### src/design/ir_timing_frame_comparator_assert.svh
// Assertion macros shared by the frame comparator RTL.
`ifndef IR_TIMING_FRAME_COMPARATOR_ASSERT_SVH
`define IR_TIMING_FRAME_COMPARATOR_ASSERT_SVH

// Same-cycle implication, checked outside reset.
`define ITFC_ASSERT_NOW(label, clk, rst, ante, cons, msg) \
   label: assert property (@(posedge clk) disable iff (rst) (ante) |-> (cons)) \
      else $error(msg);

// Next-cycle implication, checked outside reset.
`define ITFC_ASSERT_NEXT(label, clk, rst, ante, cons, msg) \
   label: assert property (@(posedge clk) disable iff (rst) (ante) |=> (cons)) \
      else $error(msg);

`endif

### src/design/itfc_pkg.sv
// Shared constants, register codes and control types of the frame comparator.
`timescale 1ns / 1ps

package itfc_pkg;

   localparam int MAX_CELLS_DEF = 1024;
   localparam int MIN_CELLS     = 8;
   localparam int PCT_SCALE     = 100;

   localparam int TOL_W      = 16;
   localparam int PFX_W      = 11;
   localparam int PCT_W      = 7;
   localparam int DIFF_W     = 11;
   localparam int CSR_IDX_W  = 2;
   localparam int CSR_DATA_W = 16;
   localparam int REQ_DATA_W = 32;
   localparam int RSP_DATA_W = 32;

   // one quotient bit per divider step
   localparam int DIV_STEPS = PCT_W;
   localparam int STEP_W    = $clog2(DIV_STEPS);

   localparam logic [TOL_W-1:0] MATCH_TOL_RST  = 16'd200;
   localparam logic [TOL_W-1:0] SYNC_TOL_RST   = 16'd300;
   localparam logic [TOL_W-1:0] DIFF_TOL_RST   = 16'd200;
   localparam logic [PFX_W-1:0] PREFIX_RST     = 11'd16;

   typedef enum logic [CSR_IDX_W-1:0] {
      CSR_MATCH_TOL = 2'd0,
      CSR_SYNC_TOL  = 2'd1,
      CSR_DIFF_TOL  = 2'd2,
      CSR_PREFIX    = 2'd3
   } csr_index_type;

   typedef enum logic [1:0] {
      PCT_SIM    = 2'd0,
      PCT_FULL   = 2'd1,
      PCT_PREFIX = 2'd2
   } pct_sel_type;

   typedef struct packed {
      logic        accum;
      logic        div_load;
      pct_sel_type div_sel;
      logic        div_step;
      logic        div_store;
      logic        rsp_load;
   } itfc_cmd_type;

   typedef struct packed {
      logic rsp_busy;
   } itfc_status_type;

endpackage

### src/design/itfc_ctrl.sv
// Sequencer of the frame comparator: accumulate, three divisions, hand off.
`timescale 1ns / 1ps

module itfc_ctrl (
   input  logic                       clock,
   input  logic                       reset,
   input  logic                       req_tvalid,
   input  logic                       req_tlast,
   output logic                       req_tready,
   input  itfc_pkg::itfc_status_type  status,
   output itfc_pkg::itfc_cmd_type     cmd
);
   import itfc_pkg::*;

   typedef enum logic [1:0] {
      ST_ACCUM,
      ST_LOAD,
      ST_DIV,
      ST_OUT
   } state_type;

   state_type         state_ff;
   logic [STEP_W-1:0] step_ff;
   pct_sel_type       sel_ff;
   logic              ready_ff;

   assign req_tready = ready_ff;

   always_comb begin
      cmd           = '0;
      cmd.div_sel   = sel_ff;
      cmd.accum     = ready_ff & req_tvalid;
      cmd.div_load  = (state_ff == ST_LOAD);
      cmd.div_step  = (state_ff == ST_DIV);
      cmd.div_store = (state_ff == ST_DIV) && (step_ff == STEP_W'(DIV_STEPS - 1));
      cmd.rsp_load  = (state_ff == ST_OUT) && !status.rsp_busy;
   end

   always_ff @(posedge clock) begin
      if (reset) begin
         state_ff <= ST_ACCUM;
         step_ff  <= '0;
         sel_ff   <= PCT_SIM;
         ready_ff <= 1'b1;
      end else begin
         unique case (state_ff)
            ST_ACCUM: begin
               if (cmd.accum && req_tlast) begin
                  state_ff <= ST_LOAD;
                  sel_ff   <= PCT_SIM;
                  ready_ff <= 1'b0;
               end
            end
            ST_LOAD: begin
               state_ff <= ST_DIV;
               step_ff  <= '0;
            end
            ST_DIV: begin
               if (cmd.div_store) begin
                  unique case (sel_ff)
                     PCT_SIM: begin
                        sel_ff   <= PCT_FULL;
                        state_ff <= ST_LOAD;
                     end
                     PCT_FULL: begin
                        sel_ff   <= PCT_PREFIX;
                        state_ff <= ST_LOAD;
                     end
                     default: begin
                        state_ff <= ST_OUT;
                     end
                  endcase
               end else begin
                  step_ff <= step_ff + 1'b1;
               end
            end
            ST_OUT: begin
               if (!status.rsp_busy) begin
                  state_ff <= ST_ACCUM;
                  ready_ff <= 1'b1;
               end
            end
         endcase
      end
   end

endmodule

### src/design/itfc_dpath.sv
// Datapath of the frame comparator: settings, cell counters, divider, result register.
`timescale 1ns / 1ps

module itfc_dpath #(
   parameter int MAX_CELLS = itfc_pkg::MAX_CELLS_DEF
) (
   input  logic                              clock,
   input  logic                              reset,
   input  logic                              csr_we,
   input  logic [itfc_pkg::CSR_IDX_W-1:0]    csr_index,
   input  logic [itfc_pkg::CSR_DATA_W-1:0]   csr_wdata,
   input  logic [itfc_pkg::REQ_DATA_W-1:0]   req_tdata,
   input  itfc_pkg::itfc_cmd_type            cmd,
   output itfc_pkg::itfc_status_type         status,
   input  logic                              rsp_tready,
   output logic                              rsp_tvalid,
   output logic [itfc_pkg::RSP_DATA_W-1:0]   rsp_tdata,
   output logic                              rsp_tuser
);
   import itfc_pkg::*;

   localparam int CNT_W = $clog2(MAX_CELLS + 1);
   localparam int CW    = (CNT_W > PFX_W) ? CNT_W : PFX_W;
   localparam int NUMW  = CNT_W + PCT_W;
   localparam int PAD_W = RSP_DATA_W - 2 * PCT_W - DIFF_W;

   logic [TOL_W-1:0] match_tol_ff, sync_tol_ff, diff_tol_ff;
   logic [PFX_W-1:0] prefix_ff;

   always_ff @(posedge clock) begin
      if (reset) begin
         match_tol_ff <= MATCH_TOL_RST;
         sync_tol_ff  <= SYNC_TOL_RST;
         diff_tol_ff  <= DIFF_TOL_RST;
         prefix_ff    <= PREFIX_RST;
      end else if (csr_we) begin
         unique case (csr_index_type'(csr_index))
            CSR_MATCH_TOL: match_tol_ff <= csr_wdata[TOL_W-1:0];
            CSR_SYNC_TOL:  sync_tol_ff  <= csr_wdata[TOL_W-1:0];
            CSR_DIFF_TOL:  diff_tol_ff  <= csr_wdata[TOL_W-1:0];
            CSR_PREFIX:    prefix_ff    <= csr_wdata[PFX_W-1:0];
         endcase
      end
   end

   // per-cell distance and classification
   logic [TOL_W-1:0] first_us, second_us, gap_us;
   logic             room, in_prefix;

   assign first_us  = req_tdata[TOL_W-1:0];
   assign second_us = req_tdata[2*TOL_W-1:TOL_W];
   assign gap_us    = (first_us > second_us) ? (first_us - second_us)
                                             : (second_us - first_us);

   logic [CNT_W-1:0] cell_ff, match_ff, full_ff, pre_ff, differ_ff;

   assign room      = cell_ff < CNT_W'(MAX_CELLS);
   assign in_prefix = CW'(cell_ff) < CW'(prefix_ff);

   always_ff @(posedge clock) begin
      if (reset || cmd.rsp_load) begin
         cell_ff   <= '0;
         match_ff  <= '0;
         full_ff   <= '0;
         pre_ff    <= '0;
         differ_ff <= '0;
      end else if (cmd.accum && room) begin
         cell_ff <= cell_ff + 1'b1;
         if (gap_us <= match_tol_ff) begin
            match_ff <= match_ff + 1'b1;
         end
         if (gap_us <= sync_tol_ff) begin
            full_ff <= full_ff + 1'b1;
            if (in_prefix) begin
               pre_ff <= pre_ff + 1'b1;
            end
         end
         if (gap_us > diff_tol_ff) begin
            differ_ff <= differ_ff + 1'b1;
         end
      end
   end

   // restoring divider, one quotient bit per step
   logic [CNT_W-1:0] pn, num, den;
   logic [NUMW-1:0]  rem_ff, dvs_ff, rem_in;
   logic [PCT_W-1:0] q_ff, q_in;
   logic [PCT_W-1:0] sim_q_ff, full_q_ff, pre_q_ff;
   logic             ge;

   assign pn = (CW'(prefix_ff) < CW'(cell_ff)) ? CNT_W'(prefix_ff) : cell_ff;

   always_comb begin
      unique case (cmd.div_sel)
         PCT_SIM: begin
            num = match_ff;
            den = cell_ff;
         end
         PCT_FULL: begin
            num = full_ff;
            den = cell_ff;
         end
         default: begin
            num = pre_ff;
            den = pn;
         end
      endcase
   end

   assign ge     = rem_ff >= dvs_ff;
   assign rem_in = ge ? (rem_ff - dvs_ff) : rem_ff;
   assign q_in   = {q_ff[PCT_W-2:0], ge};

   always_ff @(posedge clock) begin
      if (cmd.div_load) begin
         rem_ff <= NUMW'(num) * NUMW'(PCT_SCALE);
         dvs_ff <= NUMW'(den) << (PCT_W - 1);
         q_ff   <= '0;
      end else if (cmd.div_step) begin
         rem_ff <= rem_in;
         dvs_ff <= dvs_ff >> 1;
         q_ff   <= q_in;
      end
      if (cmd.div_store) begin
         unique case (cmd.div_sel)
            PCT_SIM:  sim_q_ff  <= q_in;
            PCT_FULL: full_q_ff <= q_in;
            default:  pre_q_ff  <= q_in;
         endcase
      end
   end

   // result register
   logic             too_short;
   logic [PCT_W-1:0] best_sync;
   logic             rsp_valid_ff;
   logic [PCT_W-1:0] sim_ff, sync_ff;
   logic [DIFF_W-1:0] dif_ff;
   logic             short_ff;

   assign too_short = cell_ff < CNT_W'(MIN_CELLS);
   assign best_sync = ((pn == '0) || (full_q_ff > pre_q_ff)) ? full_q_ff : pre_q_ff;

   always_ff @(posedge clock) begin
      if (reset) begin
         rsp_valid_ff <= 1'b0;
      end else if (cmd.rsp_load) begin
         rsp_valid_ff <= 1'b1;
      end else if (rsp_tready) begin
         rsp_valid_ff <= 1'b0;
      end
   end

   always_ff @(posedge clock) begin
      if (cmd.rsp_load) begin
         sim_ff   <= too_short ? '0 : sim_q_ff;
         sync_ff  <= too_short ? '0 : best_sync;
         dif_ff   <= too_short ? '0 : DIFF_W'(differ_ff);
         short_ff <= too_short;
      end
   end

   assign status.rsp_busy = rsp_valid_ff & ~rsp_tready;
   assign rsp_tvalid      = rsp_valid_ff;
   assign rsp_tdata       = {{PAD_W{1'b0}}, dif_ff, sync_ff, sim_ff};
   assign rsp_tuser       = short_ff;

endmodule

### src/design/ir_timing_frame_comparator.sv
// Top level of the infrared timing frame comparator.
`timescale 1ns / 1ps
`include "ir_timing_frame_comparator_assert.svh"

// Channel  Direction  Word contents (lowest bit up)
// req_     in         tdata: first_cell_us[15:0], second_cell_us[31:16]; tlast: last_cell
// rsp_     out        tdata: similarity_pct[6:0], sync_pct[13:7], differing_cells[24:14];
//                     tuser: too_short
// csr_     in         we / index / wdata: match, sync, diff tolerance, prefix cells
//
// Cells are taken one per cycle while the frame accumulates.
// After the last cell the shared restoring divider runs three quotients,
// each a load and then seven steps, then the result register is loaded;
// req_tready stays low from the last cell until that load.
// A result held by a stalled rsp_ side keeps the next frame's result
// waiting in the divider, and req_tready stays low, so no cells are taken.
// Synchronous active-high reset restores the register defaults and clears
// the counters; configuration writes land whenever csr_we is high.

module ir_timing_frame_comparator #(
   parameter int MAX_CELLS = itfc_pkg::MAX_CELLS_DEF
) (
   input  logic                             clock,
   input  logic                             reset,
   // configuration write port
   input  logic                             csr_we,
   input  logic [itfc_pkg::CSR_IDX_W-1:0]   csr_index,
   input  logic [itfc_pkg::CSR_DATA_W-1:0]  csr_wdata,
   // cell pairs
   input  logic                             req_tvalid,
   output logic                             req_tready,
   input  logic [itfc_pkg::REQ_DATA_W-1:0]  req_tdata,  // first_cell_us, second_cell_us
   input  logic                             req_tlast,
   // frame scores
   output logic                             rsp_tvalid,
   input  logic                             rsp_tready,
   output logic [itfc_pkg::RSP_DATA_W-1:0]  rsp_tdata,  // similarity, sync, differing, pad
   output logic                             rsp_tuser   // too_short
);
   import itfc_pkg::*;

   itfc_cmd_type    cmd;
   itfc_status_type status;

   // sequence accumulation, division and result hand-off
   itfc_ctrl u_ctrl (
      .clock      (clock),
      .reset      (reset),
      .req_tvalid (req_tvalid),
      .req_tlast  (req_tlast),
      .req_tready (req_tready),
      .status     (status),
      .cmd        (cmd)
   );

   // hold settings, count cells, divide, register the word
   itfc_dpath #(
      .MAX_CELLS (MAX_CELLS)
   ) u_dpath (
      .clock      (clock),
      .reset      (reset),
      .csr_we     (csr_we),
      .csr_index  (csr_index),
      .csr_wdata  (csr_wdata),
      .req_tdata  (req_tdata),
      .cmd        (cmd),
      .status     (status),
      .rsp_tready (rsp_tready),
      .rsp_tvalid (rsp_tvalid),
      .rsp_tdata  (rsp_tdata),
      .rsp_tuser  (rsp_tuser)
   );

   // a last cell closes the input until the result is loaded
   `ITFC_ASSERT_NEXT(a_last_closes, clock, reset, req_tvalid && req_tready && req_tlast, !req_tready, "input open after last cell")
   // never overwrite a result word still waiting on the output
   `ITFC_ASSERT_NOW(a_no_overwrite, clock, reset, cmd.rsp_load, !(rsp_tvalid && !rsp_tready), "result overwritten")
   // a loaded result shows on the output next cycle
   `ITFC_ASSERT_NEXT(a_load_shows, clock, reset, cmd.rsp_load, rsp_tvalid, "loaded result not valid")
   // accumulate, divide and hand-off never overlap
   `ITFC_ASSERT_NOW(a_cmd_exclusive, clock, reset, 1'b1, $onehot0({cmd.accum, cmd.div_load, cmd.div_step, cmd.rsp_load}), "overlapping commands")

endmodule
### config.mk
export PLATFORM = sky130hd
export DESIGN_NAME = ir_timing_frame_comparator
export DESIGN_NICKNAME = d
export VERILOG_FILES = /design/src/design/itfc_pkg.sv /design/src/design/itfc_ctrl.sv /design/src/design/itfc_dpath.sv /design/src/design/ir_timing_frame_comparator.sv
export VERILOG_INCLUDE_DIRS = /design/src /design/src/design
export SDC_FILE = /design/constraint.sdc
export NUM_CORES = 1
export LEC_CHECK = 0
export BUFFER_PORTS_ARGS = -buffer_cell sky130_fd_sc_hd__clkbuf_2
export CAP_MARGIN = 20
export CORE_MARGIN = 2
export CORE_UTILIZATION = 62
export CTS_CLUSTER_SIZE = 25
export DETAILED_ROUTE_END_ITERATION = 6
export GPL_TIMING_DRIVEN = 0
export PLACE_DENSITY = 0.81
export SYNTH_ARGS = -nofsm -noshare
export SYNTH_HDL_FRONTEND = slang
export SYNTH_SLANG_ARGS = --single-unit
### constraint.sdc
create_clock -name clock -period 6.92 [get_ports clock]
set_input_delay 1.73 -clock clock [delete_from_list [all_inputs] [get_ports clock]]
set_output_delay 1.73 -clock clock [all_outputs]
set_load 0.03 [all_outputs]
Word level (Yosys, flattened, before mapping). Index checks and enable logic that the tools add are counted.

Register bits after elaboration: 211. Input port bits: 56. Output and inout port bits: 35. Word-level logic and storage cells: 123.

Add/subtract/negate cells: 9. $mul: 1. Order comparisons: 10. Equality and inequality tests: 13. Mux-type cells: 26. Bitwise gates (word level): 4. Reduce and logical (&&, ||, !) cells: 34.

Operators by type and width (number): adder 11 x 1 -> 11 bit, second input constant (5); two-way mux 18 bit (3); two-way mux 17 bit (2); > comparator 16 bit (2); <= comparator 16 bit (2); subtractor 16 bit (2); AND reduction 2 bit (13); < comparator 11 bit (2); two-way mux 11 bit (2); case mux 11 bit (2 select lines) (1); >= comparator 18 x 17 -> 1 bit (1); subtractor 18 x 17 -> 18 bit (1); multiplier 11 x 5 -> 16 bit, second input constant (1); two-way mux 16 bit (1); two-way mux 2 bit (6); logical NOT 11 bit (1); < comparator 11 bit, second input constant (1); < comparator 11 x 4 -> 1 bit, second input constant (1); nonzero test 2 bit (5); AND reduction 3 bit (3); equality test 2 bit, second input constant (4); case mux 2 bit (2 select lines) (2); case mux 2 bit (4 select lines) (1); > comparator 7 bit (1); 19 further kinds (34).

Longest topological paths before layout. Gate-level depths: netlist of run 1.

Word-level depth: 5. Depth in mapped cells: 24. Mapped depth without buffers: 23.

Hierarchy. A second synthesis of run 1 with hierarchy kept.

Cell total of the unflattened synthesis: 1581. Area total of the unflattened synthesis: 13864.5 um2.

By module, submodules not included: itfc_dpath (times used 1, cells each 1527, area an instance 13411.6 um2, seq. area each 4804.6 um2); itfc_ctrl (times used 1, cells each 54, area an instance 452.9 um2, seq. area each 160.2 um2).

Least setup slack after synthesis of run 1. No wires, ideal clock.

Path kind: input-to-reg. From: input req_tdata[0] (netlist bit). To: register u_dpath.differ_ff[6]. Library setup time: 0.070 ns. Arrival time: 5.956 ns. Data required time: 6.850 ns. Slack: 0.894 ns. Stages on the path: 22. Path buffers: 1. Cell sequence: inv_1 ha_1 inv_1 fa_1 a21oi_1 o311ai_2 o221ai_2 a21o_1 buf_4 mux2i_1 o21ai_0 a311oi_2 o221ai_1 xor2_1 ha_1 nand4_1 nor2_1 o31ai_2 a2111oi_4 nand2_4 or4_1 a21oi_1.

Longest elaborated chain between the ends: 4. Elaborated cells on any way between the ends: 6. Those cells by class: add/sub: 2; order compare: 2; mux: 1; reduce/logical: 1.

Ends and longest elaborated chain: start: declaration (RTL line ir_timing_frame_comparator.sv:32) `input logic [itfc_pkg::REQ_DATA_W-1:0] req_tdata,`; subtractor 16 bit (tied with other cells) (RTL line itfc_dpath.sv:53) `: (second_us - first_us);`; two-way mux 16 bit * (RTL line itfc_dpath.sv:52) `assign gap_us = (first_us > second_us) ? (first_us - second_us)`; > comparator 16 bit * (RTL line itfc_dpath.sv:78) `if (gap_us > diff_tol_ff) begin`; AND reduction 2 bit (no line) *; end signal: assignment (RTL line itfc_dpath.sv:79) `differ_ff <= differ_ff + 1'b1;`; end: declaration (RTL line itfc_dpath.sv:55) `logic [CNT_W-1:0] cell_ff, match_ff, full_ff, pre_ff, differ_ff;`.

Mark *: on every way between the ends. The rest lies on a longest branch, timed or not. A chain may end at the register's enable or synchronous reset.

Worst setup path in the final report of run 1.
From: input req_tdata[7] (netlist bit). To: register u_dpath.match_ff[6].

Longest elaborated chain between the ends: 4. Elaborated cells on any way between the ends: 6. Those cells by class: add/sub: 2; order compare: 2; mux: 1; reduce/logical: 1.

Ends and longest elaborated chain: subtractor 16 bit (tied with other cells) (RTL line itfc_dpath.sv:53); two-way mux 16 bit * (RTL line itfc_dpath.sv:52); <= comparator 16 bit * (RTL line itfc_dpath.sv:69) `if (gap_us <= match_tol_ff) begin`; AND reduction 2 bit (no line) *; end signal: assignment (RTL line itfc_dpath.sv:70) `match_ff <= match_ff + 1'b1;`; end: declaration (RTL line itfc_dpath.sv:55).

Marked as above.

==> metrics.txt, run 1 <==
I/O Buffers=82; outcome=completed; Critical Path End Type=flip-flop; number of global-route vias before repair=11100; Clock Skew=0.0120 ns; Slew HR=26.3%; Core ar.=21800 µm²; Combinational Power Share=37.8%; setup slack at placement=-0.209 ns; EDFF count, synth=74; layout net count=1914; drt first pass iters=5; R2R cell count=19; CTS Root Cell=clkbuf_16; placed cell area=14600 µm²; Net Sw Power=1.61 mW; Final ANT Viol Nets=0; H-tree levels=1; # setup viols final=0; critical path arrival=7.04 ns; post-route cell area=15300 µm²; Final period util=95.5%; Crit Reg-Reg Endpoint=u_dpath.rem_ff[16]; total power=4.33 mW; CP required=7.36 ns; unrepaired setup endpoints after global routing=false; Clock Power Share=26.6%; PnR worst setup slack=0.314 ns; switching share of total power=37.2%; Synth Instances=1572; # diodes=0; FILL cells=1675; Max VDD drop=0.000155 V; Cell variety after synth=75; gr usage total=27.2%; initial antenna violation count=0; max_cap viols=0; CTS max path bufs=3; final wirelength=32.5 mm; cts bufs inserted=23; worst-margin pin slew=1.10 ns; worst-skew pair later-pin latency=0.52 ns; CTS sink cnt=211; count of cells along the worst hold path=2; Hold Violations, Final=0; internal power=2.72 mW; Synth Area per Inst=8.77 µm²; Slew Viols, Final=0; Seq/Total Area, Yosys=36.0%; ys flop type=dfxtp_1; Top Ports=91; Seq pwr share=35.7%; post-DP HPWL=24.8 mm; Die Wd=153 µm; Tmin final=6.61 ns; Synth Warn #=0; pwr dens=284 nW/µm²; critical path launch point type=primary input; Rows=54; Worst-path clk slew=0.06 ns; post-synthesis register bit count=211; Hold EP=u_dpath.sync_tol_ff[12]; R2R Setup Slk=1.68 ns; share of cells above drive strength 1=9.22%; CTS tree=yes; die height=153 µm; WS Path Type=in2reg; vias post-DR=11600; Via density=5.87; initial core utilization=63.2%; crit path max fanout=10; Post-Syn Area=13800 µm²; HP Class=reg2reg; Post-synth ARST share=0%; wire length per cell=16.4 µm; violation count after the first detailed-route iteration=758; Area Growth Syn to Fin=10.8%; pin count of the biggest net entering global routing=34; Leak=6.53 nW; gpl congestion=0.912; f_max=0.151 GHz; first-pass GRT wire length=53.2 mm; # hold bufs at CTS=0; GRT Residual Overflow=0; FF-to-FF Start=u_ctrl.sel_ff[0]; hold_sp=u_dpath.sync_tol_ff[12]; die footprint=23400 µm²; # DRC=0
worst max-delay path: stages:
cell and delay [ns]:
clkbuf_2 0.09, inv_1 0.04, ha_1 0.28, clkbuf_1 0.39
nand2_1 0.13, nor3_1 0.28, and2_1 0.23, a21o_1 0.10
buf_4 0.16, clkbuf_1 0.39, nor3_1 0.10, a31oi_1 0.19
xor2_1 0.43, ha_1 0.35, a21o_1 0.18, a21o_1 0.16
a221oi_1 0.36, o221ai_1 0.24, a21boi_2 0.35, nand3_1 0.29
or3_1 0.41, a21oi_1 0.14
metrics by stage:
stage | hold WS (ns) | cells | setup TNS [ns] | util, %
2_1_floorplan | 0.436 | 1578 | 0 | -
3_3_place_gp | 0.442 | 1940 | -0.429 | 66.7
3_5_place_dp | 0.447 | 1941 | -0.906 | 66.8
4_1_cts | 0.455 | 1983 | 0 | 70.0
5_1_grt | 0.475 | 1983 | 0 | 70.0
6_report | 0.455 | 1983 | 0 | 70.0
timing repair:
| item | in CTS | in global routing |
|---|---|---|
| buffers inserted | 0 | 0 |
| gates resized for setup | 0 | 1 |
| endpoints found under the setup margin | 0 | 6 |
power groups by stage:
stage / sequential (mW) / combinational (mW) / clock [mW]
2_1_floorplan: 1.57 / 1.19 / 0
3_5_place_dp: 1.57 / 1.59 / 0
3_3_place_gp: 1.56 / 1.55 / 0
5_1_grt: 1.56 / 1.82 / 1.20
4_1_cts: 1.54 / 1.61 / 1.16
6_report: 1.54 / 1.64 / 1.15
worst max-delay path by stage:
stage	from	end	slack [ns]
floorplan	req_tdata[0]	u_dpath.differ_ff[6]	0.89
global placement	req_tdata[0]	u_dpath.match_ff[6]	-0.12
detailed placement	req_tdata[0]	u_dpath.match_ff[6]	-0.21
CTS	req_tdata[0]	u_dpath.match_ff[6]	0.30
global route	req_tdata[7]	u_dpath.match_ff[10]	0.02
finish	req_tdata[7]	u_dpath.match_ff[6]	0.31
cell usage after synthesis, types with 5 or more instances:
cell type  count  area share [%]
nand2_1      205             5.6
ha_1         163              15
inv_1        160             4.4
dfxtp_1      137              20
a21oi_1      123             4.5
nor2_1        92             2.5
edfxtp_1      74              16
o21ai_0       59             2.1
mux2i_1       56             4.1
a21o_1        46             2.5
clkbuf_1      40             1.1
nand4_1       38             1.7
nor2b_1       35             1.6
xor2_1        35             2.2
nand3_1       34             1.2
xnor2_1       27             1.7
or3_1         20            0.91
nor3_1        16            0.58
o31ai_1       14            0.76
o21a_1        12            0.65
and3_1        11            0.50
o41ai_1       10            0.64
a211o_1        9            0.57
buf_2          9            0.33
fa_1           9             1.3
a31oi_1        8            0.36
buf_1          8            0.22
buf_4          8            0.44
o21bai_1       8            0.44
and2_1         7            0.32
nand3b_1       7            0.38
or2_2          7            0.32
a211oi_1       6            0.33
nor4_1         6            0.27
o211ai_1       5            0.27
or4_1          5            0.27
area by class of cell:
cell class                 instances  area, µm²  area share [%]
buffer                            65        285            1.87
clock buffer                      31        606            3.96
clock inverter                    11       83.8           0.549
inverter                         161        604            3.96
multi-input combinational       1141       7970            52.2
sequential                       211       4960            32.5
tap                              280        350            2.29
timing repair buffer              83        415            2.72
kinds of logic after synthesis:
family	after synthesis	synth area share (%)
other cells	1	0.0272
buf+inv	226	6.45
simple gates	502	17.3
flops	211	36.0
compound gates	341	16.0
mux	57	4.15
fa+ha+maj	172	16.1
xor+xnor	62	3.94
routing by layer:
layer / track usage, % / share of wire [%] / vias up
li1: - / - / 5737
met1: 36.5 / 43 / 5447
met2: 45.4 / 47 / 391
met3: 4.08 / 7.0 / 74
met4: 8.91 / 2.9 / 0
met5: 0 / 0 / -
placed cells by master (no fill, tap or decap), types with 38 or more instances in the layout:
| cell | netlist | routed |
|---|---|---|
| a21o_1 | 46 | 46 |
| a21oi_1 | 123 | 123 |
| clkbuf_1 | 40 | 48 |
| clkbuf_2 | 0 | 82 |
| dfxtp_1 | 137 | 137 |
| edfxtp_1 | 74 | 74 |
| ha_1 | 163 | 163 |
| inv_1 | 160 | 160 |
| mux2i_1 | 56 | 56 |
| nand2_1 | 205 | 205 |
| nand4_1 | 38 | 38 |
| nor2_1 | 92 | 92 |
| o21ai_0 | 59 | 59 |
flip-flops by register name, summed over array words and instances (netlist names), 16 cells and up:
signal                cells
u_dpath.sync_tol_ff      16
u_dpath.rem_ff           18
u_dpath.dvs_ff           17
u_dpath.diff_tol_ff      16
u_dpath.match_tol_ff     16
Power figures use the tool's default switching activity.
==> inputs of run 2 (changes only) <==
--- a/config.mk
+++ b/config.mk
@@ -9,11 +9,11 @@
 export BUFFER_PORTS_ARGS = -buffer_cell sky130_fd_sc_hd__clkbuf_2
 export CAP_MARGIN = 20
 export CORE_MARGIN = 2
-export CORE_UTILIZATION = 62
+export CORE_UTILIZATION = 50
 export CTS_CLUSTER_SIZE = 25
 export DETAILED_ROUTE_END_ITERATION = 6
 export GPL_TIMING_DRIVEN = 0
-export PLACE_DENSITY = 0.81
+export PLACE_DENSITY = 0.68
 export SYNTH_ARGS = -nofsm -noshare
 export SYNTH_HDL_FRONTEND = slang
 export SYNTH_SLANG_ARGS = --single-unit
==> metrics.txt, run 2 (synthesized netlist as in run 1, its figures left out) <==
outcome=completed; H-tree levels=1 (unchanged); wire length per cell=16.0 µm (-2.3%); Via density=5.57 (-5.2%); post-route cell area=15500 µm² (+1.6%); share of cells above drive strength 1=10.0% (+0.80 points); crit path max fanout=10 (unchanged); critical path arrival=6.97 ns (-0.07 ns); cts bufs inserted=24 (+4.3%); # DRC=0 (unchanged); CTS Root Cell=clkbuf_16; violation count after the first detailed-route iteration=740 (-2.4%); Core ar.=27000 µm² (+24%); worst-skew pair later-pin latency=0.53 ns (about the same); vias post-DR=11400 (-2.2%); Worst-path clk slew=0.07 ns (about the same); post-DP HPWL=25.3 mm (+2.0%); drt first pass iters=5 (unchanged); gpl congestion=0.888 (-2.6%); CTS sink cnt=211 (unchanged); CTS max path bufs=3 (unchanged); Hold Violations, Final=0 (unchanged); GRT Residual Overflow=0 (unchanged); top flop regs=u_dpath.rem_ff x18, u_dpath.dvs_ff x17; most common cell after layout, fill and taps aside=nand2_1; Final ANT Viol Nets=0 (unchanged); Top Ports=91 (unchanged); critical path launch point type=primary input; pwr dens=292 nW/µm² (+3.1%); final wirelength=32.7 mm (+0.83%); initial antenna violation count=0 (unchanged); # hold bufs at CTS=0 (unchanged); f_max=0.153 GHz (+1.3%); # diodes=0 (unchanged); die height=170 µm (+11%); number of global-route vias before repair=10700 (-3.3%); CTS tree=yes; Slew Viols, Final=0 (unchanged); I/O Buffers=82 (unchanged); Area Growth Syn to Fin=12.7%; gr usage total=22.7% (-4.5 points); Tmin final=6.52 ns (-0.0845 ns); placed cell area=14700 µm² (+0.54%); max FFs per register=18 (unchanged); die footprint=28900 µm² (+23%); # setup viols final=0 (unchanged); total power=4.54 mW (+4.8%); first-pass GRT wire length=53.3 mm (+0.21%); most frequent cells in the layout=205 x nand2_1, 163 x ha_1, 160 x inv_1, 137 x dfxtp_1, 123 x a21oi_1; initial core utilization=51.0% (-12 points); pin count of the biggest net entering global routing=34 (unchanged); Max VDD drop=0.000172 V (+11%); PnR worst setup slack=0.399 ns (+0.0845 ns); Critical Path End Type=flip-flop; unrepaired setup endpoints after global routing=false; layout net count=1916 (+0.10%); Die Wd=170 µm (+11%); setup slack at placement=-0.270 ns (-0.0608 ns); Final period util=94.2% (-1.2 points); Rows=60 (+11%); CP required=7.37 ns (about the same); max_cap viols=0 (unchanged); HP Class=reg2reg; worst-margin pin slew=1.12 ns (+0.0248 ns); Slew HR=24.7% (-1.7 points); Clock Skew=0.0196 ns (+0.00762 ns); Leak=6.60 nW (+1.1%); Top reg by flops=u_dpath.rem_ff; WS Path Type=in2reg; Post-CTS Setup Bufs=0 (unchanged)
[run 2: cell types whose count changed in the layout (fill, tap and decap cells not counted), sizes merged]
cell and change:
clkinvlp +5, clkbuf -3, bufinv +2, clkinv -2, inv +1
[run 2: worst paths after layout]
kind / to / startpoint / slack, ns / cells after the start
min: u_dpath.match_tol_ff[15] / u_dpath.match_tol_ff[15] / 0.46 / 2
max: u_dpath.match_ff[6] / req_tdata[0] / 0.40 / 23
max reg2reg: u_dpath.rem_ff[16] / u_ctrl.sel_ff[0] / 1.62 / 19
min reg2reg: u_dpath.match_tol_ff[15] / u_dpath.match_tol_ff[15] / 0.46 / 2
[run 2: power breakdown]
group	leakage [nW]	internal, mW	switching [mW]
clock	0.399	0.804	0.552
sequential	1.77	1.46	0.0827
combinational	4.43	0.604	1.03
total	6.60	2.87	1.67
[run 2: critical path: stages]
cell,delay [ns]
clkbuf_2,0.09
inv_1,0.05
ha_1,0.13
inv_1,0.06
fa_1,0.40
a21oi_1,0.23
o311ai_2,0.14
o221ai_2,0.23
a21o_1,0.15
buf_4,0.16
clkbuf_1,0.39
nor3_1,0.10
a31oi_1,0.18
xor2_1,0.37
ha_1,0.33
a21o_1,0.18
a21o_1,0.17
a221oi_1,0.39
o221ai_1,0.25
a21boi_2,0.37
nand3_1,0.30
or3_1,0.42
a21oi_1,0.13
[run 2: routing by layer]
layer	part of all wire (%)	vias to the layer above	track usage, %	wire length, µm
li1	-	5727	-	-
met1	48	5356	31.5	15600
met2	46	266	37.7	15000
met3	4.7	46	2.70	1540
met4	1.9	0	5.65	616
met5	0	-	0	0
[run 2: per-stage QoR]
stage | hold slack [ns] | utilization [%] | TNS, ns | cells
after global routing | 0.473 | 57.4 | 0 | 2047
after CTS | 0.456 | 57.4 | 0 | 2046
after detailed placement | 0.447 | 54.3 | -1.38 | 2002
after floorplan | 0.436 | - | 0 | 1578
final | 0.456 | 57.4 | 0 | 2047
after global placement | 0.442 | 54.2 | -0.673 | 2001
[run 2: final cells by class]
type                    instances  area [µm²]
repair buffers                 84         423
multi-input cells            1141        7970
flip-flops and latches        211        4960
fillers                      2421       11500
plain buffers                  65         285
clock buffers                  27         654
inverters                     161         604
clock inverters                17         200
well taps                     341         427
[run 2: repair_timing]
item / 4_1_cts / 5_1_grt
hold endpoints to repair: 0 / 0
resized for setup: 0 / 1
setup endpoints to repair: 0 / 4
==> inputs of run 3 (changes only) <==
--- a/config.mk
+++ b/config.mk
@@ -12,8 +12,9 @@
 export CORE_UTILIZATION = 50
 export CTS_CLUSTER_SIZE = 25
 export DETAILED_ROUTE_END_ITERATION = 6
+export GPL_ROUTABILITY_DRIVEN = 0
 export GPL_TIMING_DRIVEN = 0
-export PLACE_DENSITY = 0.68
+export PLACE_DENSITY = 0.7
 export SYNTH_ARGS = -nofsm -noshare
 export SYNTH_HDL_FRONTEND = slang
 export SYNTH_SLANG_ARGS = --single-unit
==> metrics.txt, run 3 (synthesized netlist as in run 1, its figures left out) <==
critical path arrival=6.93 ns (-0.04 ns); layout net count=1915 (-0.052%); die footprint=28900 µm² (unchanged); Crit Reg-Reg Endpoint=u_dpath.rem_ff[16]; Clock Skew=0.0142 ns (-0.00542 ns); initial core utilization=51.0% (unchanged); FILL cells=2432 (+0.45%); Worst-path clk slew=0.06 ns (about the same); Post-CTS Setup Bufs=0 (unchanged); I/O Buffers=82 (unchanged); vias post-DR=11400 (+0.31%); initial antenna violation count=2 (+2); Core ar.=27000 µm² (unchanged); CTS max path bufs=3 (unchanged); unrepaired setup endpoints after global routing=false; # hold bufs at CTS=0 (unchanged); worst-skew pair later-pin latency=0.52 ns (about the same); Area Growth Syn to Fin=12.2%; first-pass GRT wire length=53.1 mm (-0.30%); die height=170 µm (unchanged); GRT Residual Overflow=0 (unchanged); f_max=0.154 GHz (+0.52%); cts bufs inserted=24 (unchanged); wire length per cell=15.9 µm (-0.68%); Critical Path End Type=flip-flop; R2R cell count=19 (unchanged); outcome=completed; share of cells above drive strength 1=9.74% (-0.29 points); HP Class=reg2reg; CTS Root Cell=clkbuf_16; CTS sink cnt=211 (unchanged); DP Cell Count=2002 (unchanged); Tmin final=6.49 ns (-0.0339 ns); number of global-route vias before repair=10900 (+1.8%); CP required=7.36 ns (about the same); most frequent cells in the layout=205 x nand2_1, 163 x ha_1, 160 x inv_1, 137 x dfxtp_1, 123 x a21oi_1; pwr dens=286 nW/µm² (-2.1%); Max VDD drop=0.000184 V (+6.6%); FF-to-FF Start=u_ctrl.sel_ff[0]; H-tree levels=1 (unchanged); placed cell area=14700 µm² (about the same); top flop regs=u_dpath.rem_ff x18, u_dpath.dvs_ff x17; post-route cell area=15500 µm² (-0.42%); final non-filler cell total=2047 (unchanged); Final Core Density=57.2% (-0.24 points); critical path launch point type=primary input; crit path max fanout=10 (unchanged); worst-margin pin slew=1.03 ns (-0.0917 ns); violation count after the first detailed-route iteration=713 (-3.6%); gr usage total=22.6% (-0.057 points); pin count of the biggest net entering global routing=34 (unchanged); Hold Violations, Final=0 (unchanged); Slew Viols, Final=0 (unchanged); Die Wd=170 µm (unchanged); # DRC=0 (unchanged); Via density=5.58 (+0.31%); Rows=60 (unchanged); Leak=6.59 nW (-0.16%); max FFs per register=18 (unchanged); Final ANT Viol Nets=0 (unchanged); Final period util=93.7% (-0.49 points); final wirelength=32.5 mm (-0.68%); CP endpoint=u_dpath.match_ff[6]; WS Path Type=in2reg; Top Ports=91 (unchanged); Top reg by flops=u_dpath.rem_ff; max_cap viols=0 (unchanged); Worst Setup SP=req_tdata[0]; most common cell after layout, fill and taps aside=nand2_1; Slew HR=31.2% (+6.5 points); R2R Setup Slk=1.56 ns (-0.06 ns); CTS tree=yes; drt first pass iters=5 (unchanged); # setup viols final=0 (unchanged); post-DP HPWL=25.3 mm (-0.34%)
-- run 3: cell types whose count changed in the layout (fill, tap and decap cells not counted), moves of 2 or more --
cell	before	now
clkbuf_8	0	6
clkbuf_1	41	46
clkinvlp_4	6	1
bufinv_16	3	0
inv_6	3	1
-- run 3: worst max-delay path: stages --
cell	delay [ns]
clkbuf_2	0.09
inv_1	0.05
ha_1	0.13
inv_1	0.05
fa_1	0.38
a21oi_1	0.25
o311ai_2	0.14
o221ai_2	0.23
a21o_1	0.15
buf_4	0.16
clkbuf_1	0.39
nor3_1	0.12
a31oi_1	0.19
xor2_1	0.38
ha_1	0.34
a21o_1	0.18
a21o_1	0.17
a221oi_1	0.33
o221ai_1	0.24
a21boi_2	0.37
nand3_1	0.28
or3_1	0.42
a21oi_1	0.15
-- run 3: through the flow --
step / setup TNS (ns) / setup WS (ns) / hold slack (ns) / power (mW)
2_1_floorplan: 0 / 0.894 / 0.436 / 2.77
3_3_place_gp: -0.494 / -0.124 / 0.442 / 3.13
3_5_place_dp: -0.849 / -0.198 / 0.446 / 3.17
4_1_cts: 0 / 0.324 / 0.455 / 4.43
5_1_grt: 0 / 0.0777 / 0.473 / 4.69
6_report: 0 / 0.433 / 0.454 / 4.42
-- run 3: repair_timing --
action	in CTS	in global routing
endpoints found under the hold margin	0	0
endpoints found under the setup margin	0	3
resized for setup	0	1
-- run 3: worst min-delay path by stage --
stage,start,to,slack (ns),depth (start not counted)
global route,u_dpath.diff_tol_ff[14],u_dpath.diff_tol_ff[14],0.47,2
detailed placement,u_dpath.sync_tol_ff[14],u_dpath.sync_tol_ff[14],0.45,2
global placement,u_dpath.diff_tol_ff[11],u_dpath.diff_tol_ff[11],0.44,2
finish,u_dpath.diff_tol_ff[11],u_dpath.diff_tol_ff[11],0.45,2
CTS,u_dpath.sync_tol_ff[14],u_dpath.sync_tol_ff[14],0.45,2
floorplan,u_dpath.rem_ff[0],u_dpath.rem_ff[0],0.44,2
-- run 3: power breakdown --
group	leakage, nW	switching (mW)	total, mW	internal, mW
registers	1.77	0.0815	1.54	1.46
clock network	0.392	0.499	1.25	0.754
logic	4.43	1.02	1.63	0.603
-- run 3: cell type report --
cell class / instances / area, µm² / area share [%]
multi-input cells: 1141 / 7970 / 51.5
flip-flops and latches: 211 / 4960 / 32.1
clock buffers: 39 / 763 / 4.94
inverters: 161 / 604 / 3.91
well taps: 341 / 427 / 2.76
repair buffers: 83 / 415 / 2.69
plain buffers: 65 / 285 / 1.85
clock inverters: 5 / 31.3 / 0.202
diodes: 1 / 2.50 / 0.0162
-- run 3: routing by layer --
layer | GRT usage (%) | vias up | share of wire, %
met5 | 0 | - | 0.040
met4 | 8.40 | 2 | 3.1
met3 | 3.53 | 81 | 5.4
met2 | 37.1 | 284 | 45
met1 | 30.3 | 5344 | 46
li1 | - | 5719 | -
